<file path="config.mk">
export PLATFORM = sky130hd
export DESIGN_NAME = time_code_pulse_decoder_flat
export DESIGN_NICKNAME = d
export VERILOG_FILES = /design/src/rtl/tcpd_pkg.sv /design/src/rtl/tcpd_req_if.sv /design/src/rtl/tcpd_rsp_if.sv /design/src/rtl/time_code_pulse_decoder.sv /design/src/rtl/tcpd_frame_eval.sv /design/src/flat_wrapper.sv
export VERILOG_INCLUDE_DIRS = /design/src /design/src/rtl
export SDC_FILE = /design/constraint.sdc
export NUM_CORES = 1
export LEC_CHECK = 0
export BUFFER_PORTS_ARGS = -buffer_cell sky130_fd_sc_hd__buf_2
export CAP_MARGIN = 20
export CORE_UTILIZATION = 60
export DETAILED_ROUTE_END_ITERATION = 16
export PLACE_DENSITY = 0.8
export SLEW_MARGIN = 20
export SYNTH_ARGS = -nofsm -noshare
export SYNTH_HDL_FRONTEND = slang
export SYNTH_SLANG_ARGS = --single-unit
</file>
<file path="constraint.sdc">
create_clock -name clock -period 3.35 [get_ports clock]
set_input_delay 0 -clock clock [delete_from_list [all_inputs] [get_ports clock]]
set_output_delay 0 -clock clock [all_outputs]
set_load 0.03 [all_outputs]
</file>
<file path="src/rtl/time_code_pulse_decoder_defines.svh">
// ----------------------------------------------------------------------------
// Time-code pulse decoder assertion macros
// Concurrent assertion helpers shared by the decoder RTL. They compile to
// nothing when SYNTHESIS is defined.
// ----------------------------------------------------------------------------
`ifndef TIME_CODE_PULSE_DECODER_DEFINES_SVH
`define TIME_CODE_PULSE_DECODER_DEFINES_SVH

`ifndef SYNTHESIS

// Same-cycle implication.
`define TCPD_ASSERT_IMP(label, clk, rst, ante, cons, msg) \
   label: assert property (@(posedge clk) disable iff (rst) (ante) |-> (cons)) \
      else $error(msg);

// Next-cycle implication.
`define TCPD_ASSERT_NEXT(label, clk, rst, ante, cons, msg) \
   label: assert property (@(posedge clk) disable iff (rst) (ante) |=> (cons)) \
      else $error(msg);

`else

`define TCPD_ASSERT_IMP(label, clk, rst, ante, cons, msg)
`define TCPD_ASSERT_NEXT(label, clk, rst, ante, cons, msg)

`endif

`endif

</file>
<file path="src/rtl/tcpd_pkg.sv">
// ----------------------------------------------------------------------------
// Time-code pulse decoder package
// Widths, frame layout, command and register codes, and the result type.
// ----------------------------------------------------------------------------
package tcpd_pkg;

   localparam int PULSE_WIDTH_W = 16;
   localparam int CSR_DATA_W    = 16;
   localparam int CSR_INDEX_W   = 2;

   localparam int FRAME_BITS    = 60;
   localparam int BIT_COUNT_W   = 6;

   // Frame layout, bit positions in order of arrival.
   localparam int POS_MIN    = 21;
   localparam int POS_P1     = 28;
   localparam int POS_HOUR   = 29;
   localparam int POS_P2     = 35;
   localparam int POS_DAY    = 36;
   localparam int POS_WDAY   = 42;
   localparam int POS_MONTH  = 45;
   localparam int POS_YEAR   = 50;
   localparam int POS_P3     = 58;
   localparam int GOOD_COUNT = 59;

   // Register reset values in timer ticks.
   localparam logic [CSR_DATA_W-1:0] ZERO_MIN_RST = 16'd1875;
   localparam logic [CSR_DATA_W-1:0] ZERO_MAX_RST = 16'd4531;
   localparam logic [CSR_DATA_W-1:0] ONE_MIN_RST  = 16'd4843;
   localparam logic [CSR_DATA_W-1:0] ONE_MAX_RST  = 16'd7656;

   localparam logic CMD_PULSE      = 1'b0;
   localparam logic CMD_MINUTE_GAP = 1'b1;

   typedef enum logic [CSR_INDEX_W-1:0] {
      CSR_ZERO_WIDTH_MIN = 2'd0,
      CSR_ZERO_WIDTH_MAX = 2'd1,
      CSR_ONE_WIDTH_MIN  = 2'd2,
      CSR_ONE_WIDTH_MAX  = 2'd3
   } csr_index_type;

   typedef struct packed {
      logic       frame_ok;
      logic [6:0] minute;
      logic [5:0] hour;
      logic [5:0] day_of_month;
      logic [2:0] weekday;
      logic [4:0] month;
      logic [7:0] year_of_century;
   } frame_result_type;

endpackage

</file>
<file path="src/rtl/tcpd_req_if.sv">
// ----------------------------------------------------------------------------
// Time-code pulse decoder request channel
// Valid/ready channel that carries one pulse or minute-gap item.
// ----------------------------------------------------------------------------
interface tcpd_req_if;
   import tcpd_pkg::*;

   logic                     valid;
   logic                     ready;
   logic                     cmd;
   logic [PULSE_WIDTH_W-1:0] pulse_width;

   modport source (output valid, output cmd, output pulse_width, input ready);
   modport sink   (input valid, input cmd, input pulse_width, output ready);
endinterface

</file>
<file path="src/rtl/tcpd_rsp_if.sv">
// ----------------------------------------------------------------------------
// Time-code pulse decoder response channel
// Valid/ready channel that carries one decoded frame item.
// ----------------------------------------------------------------------------
interface tcpd_rsp_if;
   logic       valid;
   logic       ready;
   logic       frame_ok;
   logic [6:0] minute;
   logic [5:0] hour;
   logic [5:0] day_of_month;
   logic [2:0] weekday;
   logic [4:0] month;
   logic [7:0] year_of_century;

   modport source (
      output valid, output frame_ok, output minute, output hour,
      output day_of_month, output weekday, output month, output year_of_century,
      input ready
   );
   modport sink (
      input valid, input frame_ok, input minute, input hour,
      input day_of_month, input weekday, input month, input year_of_century,
      output ready
   );
endinterface

</file>
<file path="src/rtl/time_code_pulse_decoder.sv">
// A minute-gap item is held in the input stage, and its result then in the result register.
// Throughput: one item per cycle; an item waits in the input stage only when it
// is a minute gap and the result register still holds an item not yet taken.
// The result register and the frame state update sit after one compare/decode.
// Reset (synchronous, active high) clears the frame, the bit count, both
// stages and restores the width bounds to their default values.
// ----------------------------------------------------------------------------
// Time-code pulse decoder
// Collects pulse-width bits into a 60-bit frame and reports the decoded
// date and time on each minute gap.
// ----------------------------------------------------------------------------
`include "time_code_pulse_decoder_defines.svh"

module time_code_pulse_decoder (
   input  logic                             clock,
   input  logic                             reset,
   tcpd_req_if.sink                         req_chan,
   tcpd_rsp_if.source                       rsp_chan,
   input  logic                             csr_wr_en,
   input  logic [tcpd_pkg::CSR_INDEX_W-1:0] csr_index,
   input  logic [tcpd_pkg::CSR_DATA_W-1:0]  csr_wdata
);
   import tcpd_pkg::*;

   logic [CSR_DATA_W-1:0]    zero_min_ff, zero_min_in;
   logic [CSR_DATA_W-1:0]    zero_max_ff, zero_max_in;
   logic [CSR_DATA_W-1:0]    one_min_ff, one_min_in;
   logic [CSR_DATA_W-1:0]    one_max_ff, one_max_in;

   logic                     s1_valid_ff, s1_valid_in;
   logic                     s1_cmd_ff, s1_cmd_in;
   logic [PULSE_WIDTH_W-1:0] s1_width_ff, s1_width_in;

   logic [FRAME_BITS-1:0]    frame_bits_ff, frame_bits_in;
   logic [BIT_COUNT_W-1:0]   bit_count_ff, bit_count_in;

   logic                     rsp_valid_ff, rsp_valid_in;
   frame_result_type         rsp_result_ff, rsp_result_in;

   frame_result_type         eval_result;
   logic                     s1_go;
   logic                     s1_fire;
   logic                     gap_fire;
   logic                     is_zero;
   logic                     is_one;
   logic                     req_fire;

   tcpd_frame_eval u_eval (
      .frame_bits (frame_bits_ff),
      .bit_count  (bit_count_ff),
      .result     (eval_result)
   );

   // A minute gap needs the result register free or being emptied now.
   assign s1_go    = !(s1_cmd_ff == CMD_MINUTE_GAP && rsp_valid_ff && !rsp_chan.ready);
   assign s1_fire  = s1_valid_ff && s1_go;
   assign gap_fire = s1_fire && (s1_cmd_ff == CMD_MINUTE_GAP);

   assign req_chan.ready = !s1_valid_ff || s1_go;
   assign req_fire       = req_chan.valid && req_chan.ready;

   // The zero window wins where both windows overlap.
   assign is_zero = (zero_min_ff < s1_width_ff) && (s1_width_ff < zero_max_ff);
   assign is_one  = !is_zero && (one_min_ff < s1_width_ff) && (s1_width_ff < one_max_ff);

   always_comb begin
      zero_min_in = zero_min_ff;
      zero_max_in = zero_max_ff;
      one_min_in  = one_min_ff;
      one_max_in  = one_max_ff;
      if (csr_wr_en) begin
         unique case (csr_index_type'(csr_index))
            CSR_ZERO_WIDTH_MIN: zero_min_in = csr_wdata;
            CSR_ZERO_WIDTH_MAX: zero_max_in = csr_wdata;
            CSR_ONE_WIDTH_MIN:  one_min_in  = csr_wdata;
            CSR_ONE_WIDTH_MAX:  one_max_in  = csr_wdata;
         endcase
      end
   end

   always_comb begin
      s1_valid_in = s1_valid_ff;
      s1_cmd_in   = s1_cmd_ff;
      s1_width_in = s1_width_ff;
      if (req_fire) begin
         s1_valid_in = 1'b1;
         s1_cmd_in   = req_chan.cmd;
         s1_width_in = req_chan.pulse_width;
      end else if (s1_fire) begin
         s1_valid_in = 1'b0;
      end
   end

   always_comb begin
      frame_bits_in = frame_bits_ff;
      bit_count_in  = bit_count_ff;
      rsp_result_in = rsp_result_ff;
      rsp_valid_in  = rsp_valid_ff && !rsp_chan.ready;
      if (gap_fire) begin
         rsp_result_in = eval_result;
         rsp_valid_in  = 1'b1;
         bit_count_in  = '0;
      end else if (s1_fire && (is_zero || is_one) &&
                   (bit_count_ff < BIT_COUNT_W'(FRAME_BITS))) begin
         frame_bits_in[bit_count_ff] = is_one;
         bit_count_in                = bit_count_ff + 1'b1;
      end
   end

   always_ff @(posedge clock) begin
      if (reset) begin
         zero_min_ff   <= ZERO_MIN_RST;
         zero_max_ff   <= ZERO_MAX_RST;
         one_min_ff    <= ONE_MIN_RST;
         one_max_ff    <= ONE_MAX_RST;
         s1_valid_ff   <= 1'b0;
         frame_bits_ff <= '0;
         bit_count_ff  <= '0;
         rsp_valid_ff  <= 1'b0;
      end else begin
         zero_min_ff   <= zero_min_in;
         zero_max_ff   <= zero_max_in;
         one_min_ff    <= one_min_in;
         one_max_ff    <= one_max_in;
         s1_valid_ff   <= s1_valid_in;
         frame_bits_ff <= frame_bits_in;
         bit_count_ff  <= bit_count_in;
         rsp_valid_ff  <= rsp_valid_in;
      end
   end

   always_ff @(posedge clock) begin
      s1_cmd_ff     <= s1_cmd_in;
      s1_width_ff   <= s1_width_in;
      rsp_result_ff <= rsp_result_in;
   end

   assign rsp_chan.valid           = rsp_valid_ff;
   assign rsp_chan.frame_ok        = rsp_result_ff.frame_ok;
   assign rsp_chan.minute          = rsp_result_ff.minute;
   assign rsp_chan.hour            = rsp_result_ff.hour;
   assign rsp_chan.day_of_month    = rsp_result_ff.day_of_month;
   assign rsp_chan.weekday         = rsp_result_ff.weekday;
   assign rsp_chan.month           = rsp_result_ff.month;
   assign rsp_chan.year_of_century = rsp_result_ff.year_of_century;

   `TCPD_ASSERT_IMP(a_count_bound, clock, reset, 1'b1,
      bit_count_ff <= BIT_COUNT_W'(FRAME_BITS), "bit count passed the frame length")
   `TCPD_ASSERT_NEXT(a_gap_clears_count, clock, reset, gap_fire,
      bit_count_ff == '0 && rsp_valid_ff, "minute gap did not clear count or post item")
   `TCPD_ASSERT_NEXT(a_gap_held, clock, reset,
      s1_valid_ff && s1_cmd_ff == CMD_MINUTE_GAP && rsp_valid_ff && !rsp_chan.ready,
      s1_valid_ff && s1_cmd_ff == CMD_MINUTE_GAP, "blocked minute gap was dropped")
   `TCPD_ASSERT_IMP(a_bad_frame_zero, clock, reset,
      rsp_valid_ff && !rsp_result_ff.frame_ok,
      rsp_result_ff == '0, "bad frame item carries nonzero fields")

endmodule

</file>
<file path="src/rtl/tcpd_frame_eval.sv">
// ----------------------------------------------------------------------------
// Time-code frame evaluation
// Checks bit count and the three even parities and decodes the BCD fields.
// ----------------------------------------------------------------------------
module tcpd_frame_eval (
   input  logic [tcpd_pkg::FRAME_BITS-1:0]  frame_bits,
   input  logic [tcpd_pkg::BIT_COUNT_W-1:0] bit_count,
   output tcpd_pkg::frame_result_type       result
);
   import tcpd_pkg::*;

   // Ones digit plus ten times the tens digit; the sum stays below 166.
   function automatic logic [7:0] bcd_value(input logic [7:0] b);
      return {4'b0000, b[3:0]} + {1'b0, b[7:4], 3'b000} + {3'b000, b[7:4], 1'b0};
   endfunction

   logic       par_min_ok;
   logic       par_hour_ok;
   logic       par_date_ok;
   logic       frame_ok;
   logic [7:0] minute_sum;
   logic [7:0] hour_sum;
   logic [7:0] day_sum;
   logic [7:0] month_sum;
   logic [7:0] year_sum;

   assign par_min_ok  = (^frame_bits[POS_P1-1:POS_MIN])  == frame_bits[POS_P1];
   assign par_hour_ok = (^frame_bits[POS_P2-1:POS_HOUR]) == frame_bits[POS_P2];
   assign par_date_ok = (^frame_bits[POS_P3-1:POS_DAY])  == frame_bits[POS_P3];

   assign frame_ok = (bit_count == BIT_COUNT_W'(GOOD_COUNT)) &&
                     par_min_ok && par_hour_ok && par_date_ok;

   assign minute_sum = bcd_value({1'b0, frame_bits[POS_P1-1:POS_MIN]});
   assign hour_sum   = bcd_value({2'b00, frame_bits[POS_P2-1:POS_HOUR]});
   assign day_sum    = bcd_value({2'b00, frame_bits[POS_WDAY-1:POS_DAY]});
   assign month_sum  = bcd_value({3'b000, frame_bits[POS_YEAR-1:POS_MONTH]});
   assign year_sum   = bcd_value(frame_bits[POS_P3-1:POS_YEAR]);

   // A bad frame reports all fields as zero.
   always_comb begin
      result = '0;
      if (frame_ok) begin
         result.frame_ok        = 1'b1;
         result.minute          = minute_sum[6:0];
         result.hour            = hour_sum[5:0];
         result.day_of_month    = day_sum[5:0];
         result.weekday         = frame_bits[POS_MONTH-1:POS_WDAY];
         result.month           = month_sum[4:0];
         result.year_of_century = year_sum;
      end
   end

endmodule
</file>
<file path="src/flat_wrapper.sv">
// flat-port wrapper written by rule: the top's interface ports become plain ports
module time_code_pulse_decoder_flat import tcpd_pkg::*;
  (clock, reset, csr_wr_en, csr_index, csr_wdata, req_chan_valid, req_chan_cmd, req_chan_pulse_width, req_chan_ready, rsp_chan_valid, rsp_chan_frame_ok, rsp_chan_minute, rsp_chan_hour, rsp_chan_day_of_month, rsp_chan_weekday, rsp_chan_month, rsp_chan_year_of_century, rsp_chan_ready);
  tcpd_req_if req_chan_i ();
  tcpd_rsp_if rsp_chan_i ();
  input  logic clock;
  input  logic reset;
  input  logic csr_wr_en;
  input  logic [tcpd_pkg::CSR_INDEX_W-1:0] csr_index;
  input  logic [tcpd_pkg::CSR_DATA_W-1:0] csr_wdata;
  input wire logic [$bits(req_chan_i.valid)-1:0] req_chan_valid;
  input wire logic [$bits(req_chan_i.cmd)-1:0] req_chan_cmd;
  input wire logic [$bits(req_chan_i.pulse_width)-1:0] req_chan_pulse_width;
  output wire logic [$bits(req_chan_i.ready)-1:0] req_chan_ready;
  output wire logic [$bits(rsp_chan_i.valid)-1:0] rsp_chan_valid;
  output wire logic [$bits(rsp_chan_i.frame_ok)-1:0] rsp_chan_frame_ok;
  output wire logic [$bits(rsp_chan_i.minute)-1:0] rsp_chan_minute;
  output wire logic [$bits(rsp_chan_i.hour)-1:0] rsp_chan_hour;
  output wire logic [$bits(rsp_chan_i.day_of_month)-1:0] rsp_chan_day_of_month;
  output wire logic [$bits(rsp_chan_i.weekday)-1:0] rsp_chan_weekday;
  output wire logic [$bits(rsp_chan_i.month)-1:0] rsp_chan_month;
  output wire logic [$bits(rsp_chan_i.year_of_century)-1:0] rsp_chan_year_of_century;
  input wire logic [$bits(rsp_chan_i.ready)-1:0] rsp_chan_ready;
  assign req_chan_i.valid = req_chan_valid;
  assign req_chan_i.cmd = req_chan_cmd;
  assign req_chan_i.pulse_width = req_chan_pulse_width;
  assign req_chan_ready = req_chan_i.ready;
  assign rsp_chan_valid = rsp_chan_i.valid;
  assign rsp_chan_frame_ok = rsp_chan_i.frame_ok;
  assign rsp_chan_minute = rsp_chan_i.minute;
  assign rsp_chan_hour = rsp_chan_i.hour;
  assign rsp_chan_day_of_month = rsp_chan_i.day_of_month;
  assign rsp_chan_weekday = rsp_chan_i.weekday;
  assign rsp_chan_month = rsp_chan_i.month;
  assign rsp_chan_year_of_century = rsp_chan_i.year_of_century;
  assign rsp_chan_i.ready = rsp_chan_ready;
  time_code_pulse_decoder u_core (.clock(clock), .reset(reset), .req_chan(req_chan_i), .rsp_chan(rsp_chan_i), .csr_wr_en(csr_wr_en), .csr_index(csr_index), .csr_wdata(csr_wdata));
endmodule
</file>
* Word level (Yosys, flattened, before mapping)
Cells that the tools add are included.
** Word-level totals
- Register bits :: 185
- Bits in latches :: 0
- Bits in writable memories :: 0
- ROM bits :: 0
- Logic and storage cells :: 82
- Memories :: 0
** Operators by class
- Add/subtract/negate cells :: 11
- $mul :: 0
- Divide/modulo/power cells :: 0
- $lt $le $gt $ge :: 7
- Eq/ne operators :: 7
- Shift operators :: 0
- Multiplexer cells :: 7
- Bitwise gates (word level) :: 1
- Reduce and logical (&&, ||, !) cells :: 32
** Operator list (number)
- 16-bit less-than comparator :: 4
- 60-bit bitwise mux :: 1
- 36-bit two-way mux :: 1
- 22-bit parity :: 1
- 1-bit logical AND :: 15
- 4-bit by 5-bit adder with 6-bit output :: 2
- 6-bit by 3-bit adder with 6-bit output :: 2
- 2-bit AND reduction :: 5
- 4-bit by 7-bit adder with 8-bit output :: 1
- 8-bit by 5-bit adder with 8-bit output :: 1
- 4-bit by 6-bit adder with 7-bit output :: 1
- 7-bit by 4-bit adder with 7-bit output :: 1
- 6-bit by 7-bit less-than comparator with 1-bit output (second input constant) :: 1
- 7-bit parity :: 1
- 6-bit by 1-bit adder with 6-bit output (second input constant) :: 1
- 1-bit demux with 6-bit select :: 1
- 6-bit == test (second input constant) :: 1
- 6-bit by 1-bit >= comparator with 1-bit output (second input constant) :: 1
- 6-bit less-than comparator (second input constant) :: 1
- 6-bit parity :: 1
- 4-bit by 4-bit adder with 5-bit output :: 1
- 5-bit by 2-bit adder with 5-bit output :: 1
- 2-bit == test (second input constant) :: 2
- 1-bit logical NOT :: 4
- other kinds (8) :: 14

* Depth between registers and ports, before layout
Gate-level depths: netlist of the first run.
- Depth after elaboration :: 9
- Depth in mapped cells :: 11

* Hierarchy
Synthesis of the first run repeated with hierarchy kept, for this count alone.
** Second synthesis, totals
- Cells, all modules :: 1041
- Area, all modules :: 10017.1 sq um
** Modules (own cells, without submodules)
- time_code_pulse_decoder :: times used 1, cells each 885, area each 8608.3 sq um
- tcpd_frame_eval :: times used 1, cells each 156, area each 1408.9 sq um

* Worst setup path after synthesis of the first run
OpenSTA, ideal clock, no wires.
- Kind :: reg-to-reg
- Start point :: register u_core.s1_cmd_ff
- End point :: register u_core.bit_count_ff[0]
- Library setup time :: 0.116 ns
- Arrival time :: 2.953 ns
- Required time :: 3.234 ns
- Slack :: 0.281 ns
- Cell stages (with the launch flop) :: 8
- Path through :: edfxtp_1 > clkbuf_1 > nand2_1 > nor2_1 > nor2_1 > nand2_1 > a21oi_1 > a31o_2
** Between the ends
- Longest elaborated chain between the ends :: 6
** Ends and longest elaborated chain
- start, declared :: RTL line time_code_pulse_decoder.sv:31 : logic s1_cmd_ff, s1_cmd_in;
- start signal, assigned :: RTL line time_code_pulse_decoder.sv:133 : s1_cmd_ff <= s1_cmd_in;
- 1-bit logical AND (2 in a row) :: RTL line time_code_pulse_decoder.sv:55 : assign s1_go = !(s1_cmd_ff == CMD_MINUTE_GAP && rsp_valid_ff && !rsp_chan.ready);
- 1-bit logical NOT :: RTL line time_code_pulse_decoder.sv:55
- 1-bit logical AND :: RTL line time_code_pulse_decoder.sv:56 : assign s1_fire = s1_valid_ff && s1_go;
- 1-bit logical AND (*) :: RTL line time_code_pulse_decoder.sv:57 : assign gap_fire = s1_fire && (s1_cmd_ff == CMD_MINUTE_GAP);
- via u_core.gap_fire :: RTL line time_code_pulse_decoder.sv:43 : logic gap_fire;
- 2-bit OR reduction (no source line) (*)
- end signal, assigned :: RTL line time_code_pulse_decoder.sv:127 : bit_count_ff <= bit_count_in;
- end, declared :: RTL line time_code_pulse_decoder.sv:35 : logic [BIT_COUNT_W-1:0] bit_count_ff, bit_count_in;
Mark *: on every way through the listed nets, which the timed path passes. The rest lies on a longest branch.
A chain may end at the register's enable or synchronous reset.

* Worst setup path in the final report of the first run
- Start point :: register u_core.s1_width_ff[1]
- End point :: register u_core.frame_bits_ff[50]
** Between the ends
- Longest elaborated chain between the ends :: 9
** Ends and longest elaborated chain
- start, declared :: RTL line time_code_pulse_decoder.sv:32 : logic [PULSE_WIDTH_W-1:0] s1_width_ff, s1_width_in;
- start signal, assigned :: RTL line time_code_pulse_decoder.sv:134 : s1_width_ff <= s1_width_in;
- 16-bit less-than comparator :: RTL line time_code_pulse_decoder.sv:63 : assign is_zero = (zero_min_ff < s1_width_ff) && (s1_width_ff < zero_max_ff);
- 1-bit logical AND :: RTL line time_code_pulse_decoder.sv:63
- 1-bit logical NOT :: RTL line time_code_pulse_decoder.sv:64 : assign is_one = !is_zero && (one_min_ff < s1_width_ff) && (s1_width_ff < one_max_ff);
- 1-bit logical AND (2 in a row) :: RTL line time_code_pulse_decoder.sv:64
- 1-bit logical OR :: RTL line time_code_pulse_decoder.sv:103 : end else if (s1_fire && (is_zero || is_one) &&
- 1-bit logical AND (2 in a row) :: RTL line time_code_pulse_decoder.sv:103
- 2-bit AND reduction (no source line)
- end signal, assigned :: RTL line time_code_pulse_decoder.sv:126 : frame_bits_ff <= frame_bits_in;
- end, declared :: RTL line time_code_pulse_decoder.sv:34 : logic [FRAME_BITS-1:0] frame_bits_ff, frame_bits_in;
Parallel ways exist; a longest one is shown, timed or not.

==> results of run 1 <==
logic make-up after synthesis:
family | Yosys count | share of synthesized area (%)
muxes | 39 | 4.50
buffers and inverters | 104 | 4.93
and+or+nand+nor | 353 | 20.9
adders and majority gates | 88 | 13.2
xor gates and xnor gates | 41 | 4.14
AOI/OAI and AO/OA | 120 | 8.64
DFF | 163 | 43.7
report_power, final:
group          switching [mW]  internal [mW]  leakage [nW]
Sequential             0.0363           2.10          1.35
Combinational           0.293          0.187          2.82
Clock                   0.766           1.01         0.252
Total                    1.10           3.29          4.42
flip-flops by register name, indices dropped and copies added, names as in the netlist:
name	flops
u_core.frame_bits_ff	38
u_core.one_max_ff	16
u_core.one_min_ff	16
u_core.s1_width_ff	16
u_core.zero_max_ff	16
u_core.zero_min_ff	16
u_core.rsp_chan.year_of_century	8
u_core.rsp_chan.minute	7
u_core.bit_count_ff	6
u_core.rsp_chan.day_of_month	6
u_core.rsp_chan.hour	6
u_core.rsp_chan.month	5
u_core.rsp_chan.weekday	3
u_core.rsp_chan.frame_ok	1
u_core.rsp_chan.valid	1
u_core.s1_cmd_ff	1
u_core.s1_valid_ff	1
area by class of cell:
cell class	instances	area, um2
clock buffer	20	437
timing repair buffer	133	915
tap	180	225
clock inverter	12	92.6
fill	1032	3830
sequential	163	3790
antenna	1	2.50
multi-input combinational	641	4470
inverter	58	218
how the worst min path moves through the flow:
stage | end | slack [ns] | cells past startpoint
5_1_grt | u_core.zero_min_ff[14]$_SDFFE_PP0P_ | 0.06 | 4
2_1_floorplan | u_core.s1_cmd_ff$_DFFE_PP_ | 0.1 | 0
3_3_place_gp | u_core.s1_width_ff[4]$_DFFE_PP_ | 0.18 | 1
4_1_cts | u_core.zero_min_ff[14]$_SDFFE_PP0P_ | 0.04 | 4
3_5_place_dp | u_core.s1_width_ff[0]$_DFFE_PP_ | 0.18 | 1
6_report | u_core.zero_min_ff[14]$_SDFFE_PP0P_ | 0.05 | 4
what timing repair did:
action | CTS | global route
endpoints found under the hold margin | 82 | 0
resized for setup | 0 | 0
hold buffers | 37 | 0
buffers inserted | 0 | 0
cell usage in the layout (no fill, tap or decap), types with 4 or more instances in the layout:
| cell type | synthesis | routed |
|---|---|---|
| nor3_1 | 14 | 14 |
| nand2_1 | 129 | 129 |
| nand2b_1 | 41 | 41 |
| clkinv_2 | 0 | 4 |
| o21ai_0 | 19 | 19 |
| nor2_1 | 42 | 41 |
| nor3b_1 | 7 | 6 |
| mux2i_1 | 39 | 39 |
| nor2b_1 | 7 | 7 |
| ha_1 | 82 | 82 |
| a21o_1 | 7 | 7 |
| and2_1 | 18 | 18 |
| xor2_1 | 6 | 6 |
| nand3_1 | 10 | 10 |
| a211o_1 | 8 | 8 |
| clkbuf_16 | 0 | 17 |
| o21a_1 | 4 | 4 |
| dfxtp_1 | 110 | 110 |
| xnor2_1 | 35 | 35 |
| inv_1 | 58 | 58 |
| buf_2 | 6 | 77 |
| nand4_1 | 49 | 49 |
| buf_4 | 0 | 17 |
| nand3b_1 | 22 | 22 |
| edfxtp_1 | 53 | 53 |
| dlygate4sd3_1 | 0 | 37 |
| a21oi_1 | 58 | 58 |
| fa_1 | 6 | 6 |
cells in the mapped netlist, types with 2 or more instances:
cell / n
or3_1: 2
fa_1: 6
a22oi_1: 2
nor4b_1: 2
a31oi_1: 4
a41o_1: 3
nand3b_1: 22
nand2_1: 129
nor3b_1: 7
buf_2: 6
nand4_1: 49
xnor2_1: 35
clkbuf_1: 32
nor3_1: 14
buf_1: 4
inv_1: 58
nor2_1: 42
dfxtp_1: 110
a211oi_1: 3
mux2i_1: 39
a41oi_1: 2
o21ai_0: 19
buf_6: 4
xor2_1: 6
nand2b_1: 41
edfxtp_1: 53
a21oi_1: 58
ha_1: 82
nor2b_1: 7
nand4_2: 2
o21a_1: 4
nand3_1: 10
and2_1: 18
a21o_1: 7
and3_1: 2
or2_2: 3
a211o_1: 8
metal layers:
| layer | wire (um) | share of wire [%] | GRT usage (%) | vias to the layer above |
|---|---|---|---|---|
| met1 | 8440 | 42 | 34.7 | 3292 |
| li1 | - | - | - | 3384 |
| met2 | 10100 | 50 | 49.3 | 225 |
| met4 | 656 | 3.2 | 12.2 | 0 |
| met3 | 1030 | 5.1 | 5.58 | 59 |
| met5 | 0 | 0 | 0 | - |
worst max-delay path, delay by kind of cell, from the launching register on:
family | cells | cell delay [ns]
compound gates | 4 | 1.23
buf+inv | 3 | 0.57
flops | 1 | 0.41
fa+ha+maj | 1 | 0.24
mux | 1 | 0.19
simple gates | 1 | 0.14
==> qor.yml, run 1 <==
synthesis.nets: 1036
synth_top_area_share_pct: 25.4
syn-cell-area_um2: 8680
post-route-util_pct: 72.6
synth_top_area_cell: "dfxtp_1"
finalSetupTns_ns: 0
place_ws_ns: 0.145
ios: 78
async_reset_ff_share_pct: 0
synth_cells: 908
drive_above_1_share_pct: 13.0
leakage_nw: 4.42
ys_types: 50
worstHoldStart: "csr_wr_en"
vias: 6960
insertion_delay_ns: 0.43
num_rows: 43
cts_tree: "done"
end_kind: "flip-flop"
synth_warnings: 0
die_x_um: 122
grt_pass1_wl_um: 33000
fin_area_um2: 10200
hold_viol_final: 0
place_inst: 1136
crit_arrival_ns: 3.22
io_buffers: 77
crit_start: "u_core.s1_width_ff[1]$_DFFE_PP_"
final_nets: 1142
holdWs_ns: 0.0493
skew_ns: 0.00998
grt_start_max_net_pins: 68
routabilityCongestion: 0.885
wirelength_um: 20200
synth-edff-count: 53
clk_pin_slew_ns: 0.06
ys_ff_latch: 163
setup_violations: 0
r2r-start: "u_core.s1_width_ff[1]$_DFFE_PP_"
drcViolationCount: 0
fmax_mhz: 341
h-tree-depth: 4
area_growth_pct: 17.1
slew_viol_final: 0
max_slew_margin_pct: 36.4
start_kind: "flip-flop"
dpl_cell_area_um2: 9220
fin_crit_sh_pct: 87.6
power_mw: 4.39
drt_iter0_markers: 503
core_um2: 14000
clock_sinks: 163
grt_usage_pct: 28.6
grt_pass1_vias: 6622
cp_slowest_cell: "o31ai_4"
ys_seq_area_share_pct: 43.7
hold_class: "input port to flip-flop"
drtPass1Iterations: 6
worstSetupEndpoint: "u_core.frame_bits_ff[50]$_SDFFE_PP0P_"
root_buffer: "clkbuf_16"
setup_slack_ns: 0.414
vdd_drop_max_mv: 0.330
via_per_inst: 5.76
syn_avg_cell_area_um2: 9.56
critical_path.cell_chain: "inv_1 -> ha_1 -> a2111oi_0 -> o21ai_0 -> o311a_1 -> o31ai_4 -> buf_6 -> buf_4 -> nand4_1 -> mux2i_1"
fin_crit_ns: 2.94
worstRegToRegCells: 10
crit_fanout: 23
p_per_area_nw_per_um2: 432
r2r-end: "u_core.frame_bits_ff[50]$_SDFFE_PP0P_"
slowest_delay_ns: 0.46
synth_ff_type: "dfxtp_1"
dp.final_hpwl_um: 14000
cts-buffers-inserted: 17
wire_per_inst_um: 16.8
antenna_found_initial: 1
outcome: "finished, final reports clean"
die_height_um: 122
reg2reg_slack_ns: 0.41
grt_overflow: 0
critPathKind: "flip-flop to flip-flop"
clock_path_buffers: 2
rsz0062_at_grt: "no"
start_util_pct: 62.0
tightest_slew_ns: 0.953
required_ns: 3.64
fin_cells: 1208
netlist_top_cells_area: "dfxtp_1 25%, edfxtp_1 18%, ha_1 12%"
cap_violations: 0
ant_nets: 0
die_area_um2: 14900
(Power assumes the default switching activity.)
==> run 2: changes to the inputs <==
- BUFFER_PORTS_ARGS: -buffer_cell sky130_fd_sc_hd__buf_2 -> default
- CORE_UTILIZATION: 60 -> 64
- DONT_BUFFER_PORTS: default -> 1
==> qor.yml, run 2 (synthesis results as in run 1) <==
clk_pin_slew_ns: 0.06
fin_crit_ns: 2.87
h-tree-depth: 4
final_cell_mix: "129 x nand2_1, 110 x dfxtp_1, 82 x ha_1"
end_kind: "flip-flop"
n_fill_cell: 924
rsz0062_at_grt: "no"
drcViolationCount: 0
io_buffers: 0
grt_start_max_net_pins: 108
fin_area_um2: 9910
final_common_cell: "nand2_1"
required_ns: 3.65
finalSetupTns_ns: 0
grt_overflow: 0
cap_violations: 0
via_per_inst: 5.96
critPathKind: "flip-flop to flip-flop"
die_x_um: 118
tightest_slew_ns: 1.04
clock_path_buffers: 2
crit_arrival_ns: 3.17
drive_above_1_share_pct: 5.50
seqCellArea_um2: 3790
skew_ns: 0.00630
wirelength_um: 20400
dpl_cell_area_um2: 8800
slew_viol_final: 0
start_kind: "flip-flop"
die_height_um: 118
power_mw: 4.32
vias: 6783
dp.final_hpwl_um: 13600
place_inst: 1050
drt_iter0_markers: 352
drtPass1Iterations: 5
wire_per_inst_um: 17.9
cts-buffers-inserted: 17
num_rows: 42
insertion_delay_ns: 0.43
final_nets: 1078
ios: 78
post-route-util_pct: 74.8
antenna_found_initial: 0
place_ws_ns: 0.0863
core_um2: 13200
antennaDiodeCount: 0
setup_violations: 0
fmax_mhz: 348
p_per_area_nw_per_um2: 436
vdd_drop_max_mv: 0.388
max_slew_margin_pct: 30.4
grt_pass1_wl_um: 33300
cts_tree: "done"
crit_fanout: 17
routabilityCongestion: 0.911
hold_viol_final: 0
largest_reg_flops: 38
grt_usage_pct: 30.5
cts_resized: 0
multi_input_area_um2: 4480
outcome: "finished, final reports clean"
root_buffer: "clkbuf_16"
die_area_um2: 14000
start_util_pct: 65.5
ant_nets: 0
fin_cells: 1139
fin_crit_sh_pct: 85.7
holdWs_ns: 0.0866
area_growth_pct: 14.2
grt_pass1_vias: 6985
regMostFlops: "u_core.frame_bits_ff"
hold_class: "input port to flip-flop"
setup_slack_ns: 0.478
leakage_nw: 4.21
clock_sinks: 163
run 2: cell types whose count changed in the layout (fill, tap and decap cells not counted), sizes merged:
cell	delta
buf	-82
bufinv	-1
clkbuf	+2
clkinv	-3
clkinvlp	+2
diode	-1
dlygate4sd3	+18
run 2: cell type report:
class	instances	area share [%]
inverters	58	2.20
clock inverters	10	0.631
repair buffers	69	6.89
flip-flops and latches	163	38.3
well taps	176	2.22
multi-input cells	641	45.2
clock buffers	22	4.58
run 2: power breakdown:
group	switching, mW	total [mW]	internal [mW]
Sequential	0.0703	2.17	2.10
Combinational	0.247	0.414	0.167
Clock	0.779	1.74	0.958
Total	1.10	4.32	3.23
run 2: repair_timing:
action	in CTS	in global routing
endpoints found under the hold margin	125	0
hold buffers	56	0
buffers inserted	0	0
run 2: worst paths after layout:
path | from | endpoint | slack, ns | cells after the start
worst max register to register | u_core.s1_width_ff[1]$_DFFE_PP_ | u_core.frame_bits_ff[53]$_SDFFE_PP0P_ | 0.48 | 9
worst min register to register | u_core.one_max_ff[9]$_SDFFE_PP0P_ | u_core.one_max_ff[9]$_SDFFE_PP0P_ | 0.46 | 2
worst max-delay path | u_core.s1_width_ff[1]$_DFFE_PP_ | u_core.frame_bits_ff[53]$_SDFFE_PP0P_ | 0.48 | 9
worst min-delay path | csr_index[1] | u_core.one_min_ff[14]$_SDFFE_PP0P_ | 0.09 | 5
run 2: worst max-delay path: stages, from the launching register on:
cell	delay (ns)
edfxtp_1	0.42
inv_1	0.12
ha_1	0.24
a2111oi_0	0.46
o21ai_0	0.19
o311a_1	0.17
o31ai_4	0.50
buf_4	0.31
nand4_1	0.15
mux2i_1	0.16
run 2: metal layers:
metal  GRT usage, %  share of wire [%]
met1           33.3                 38
met2           55.8                 52
met3           5.16                5.4
met4           17.3                4.0
met5              0                  0
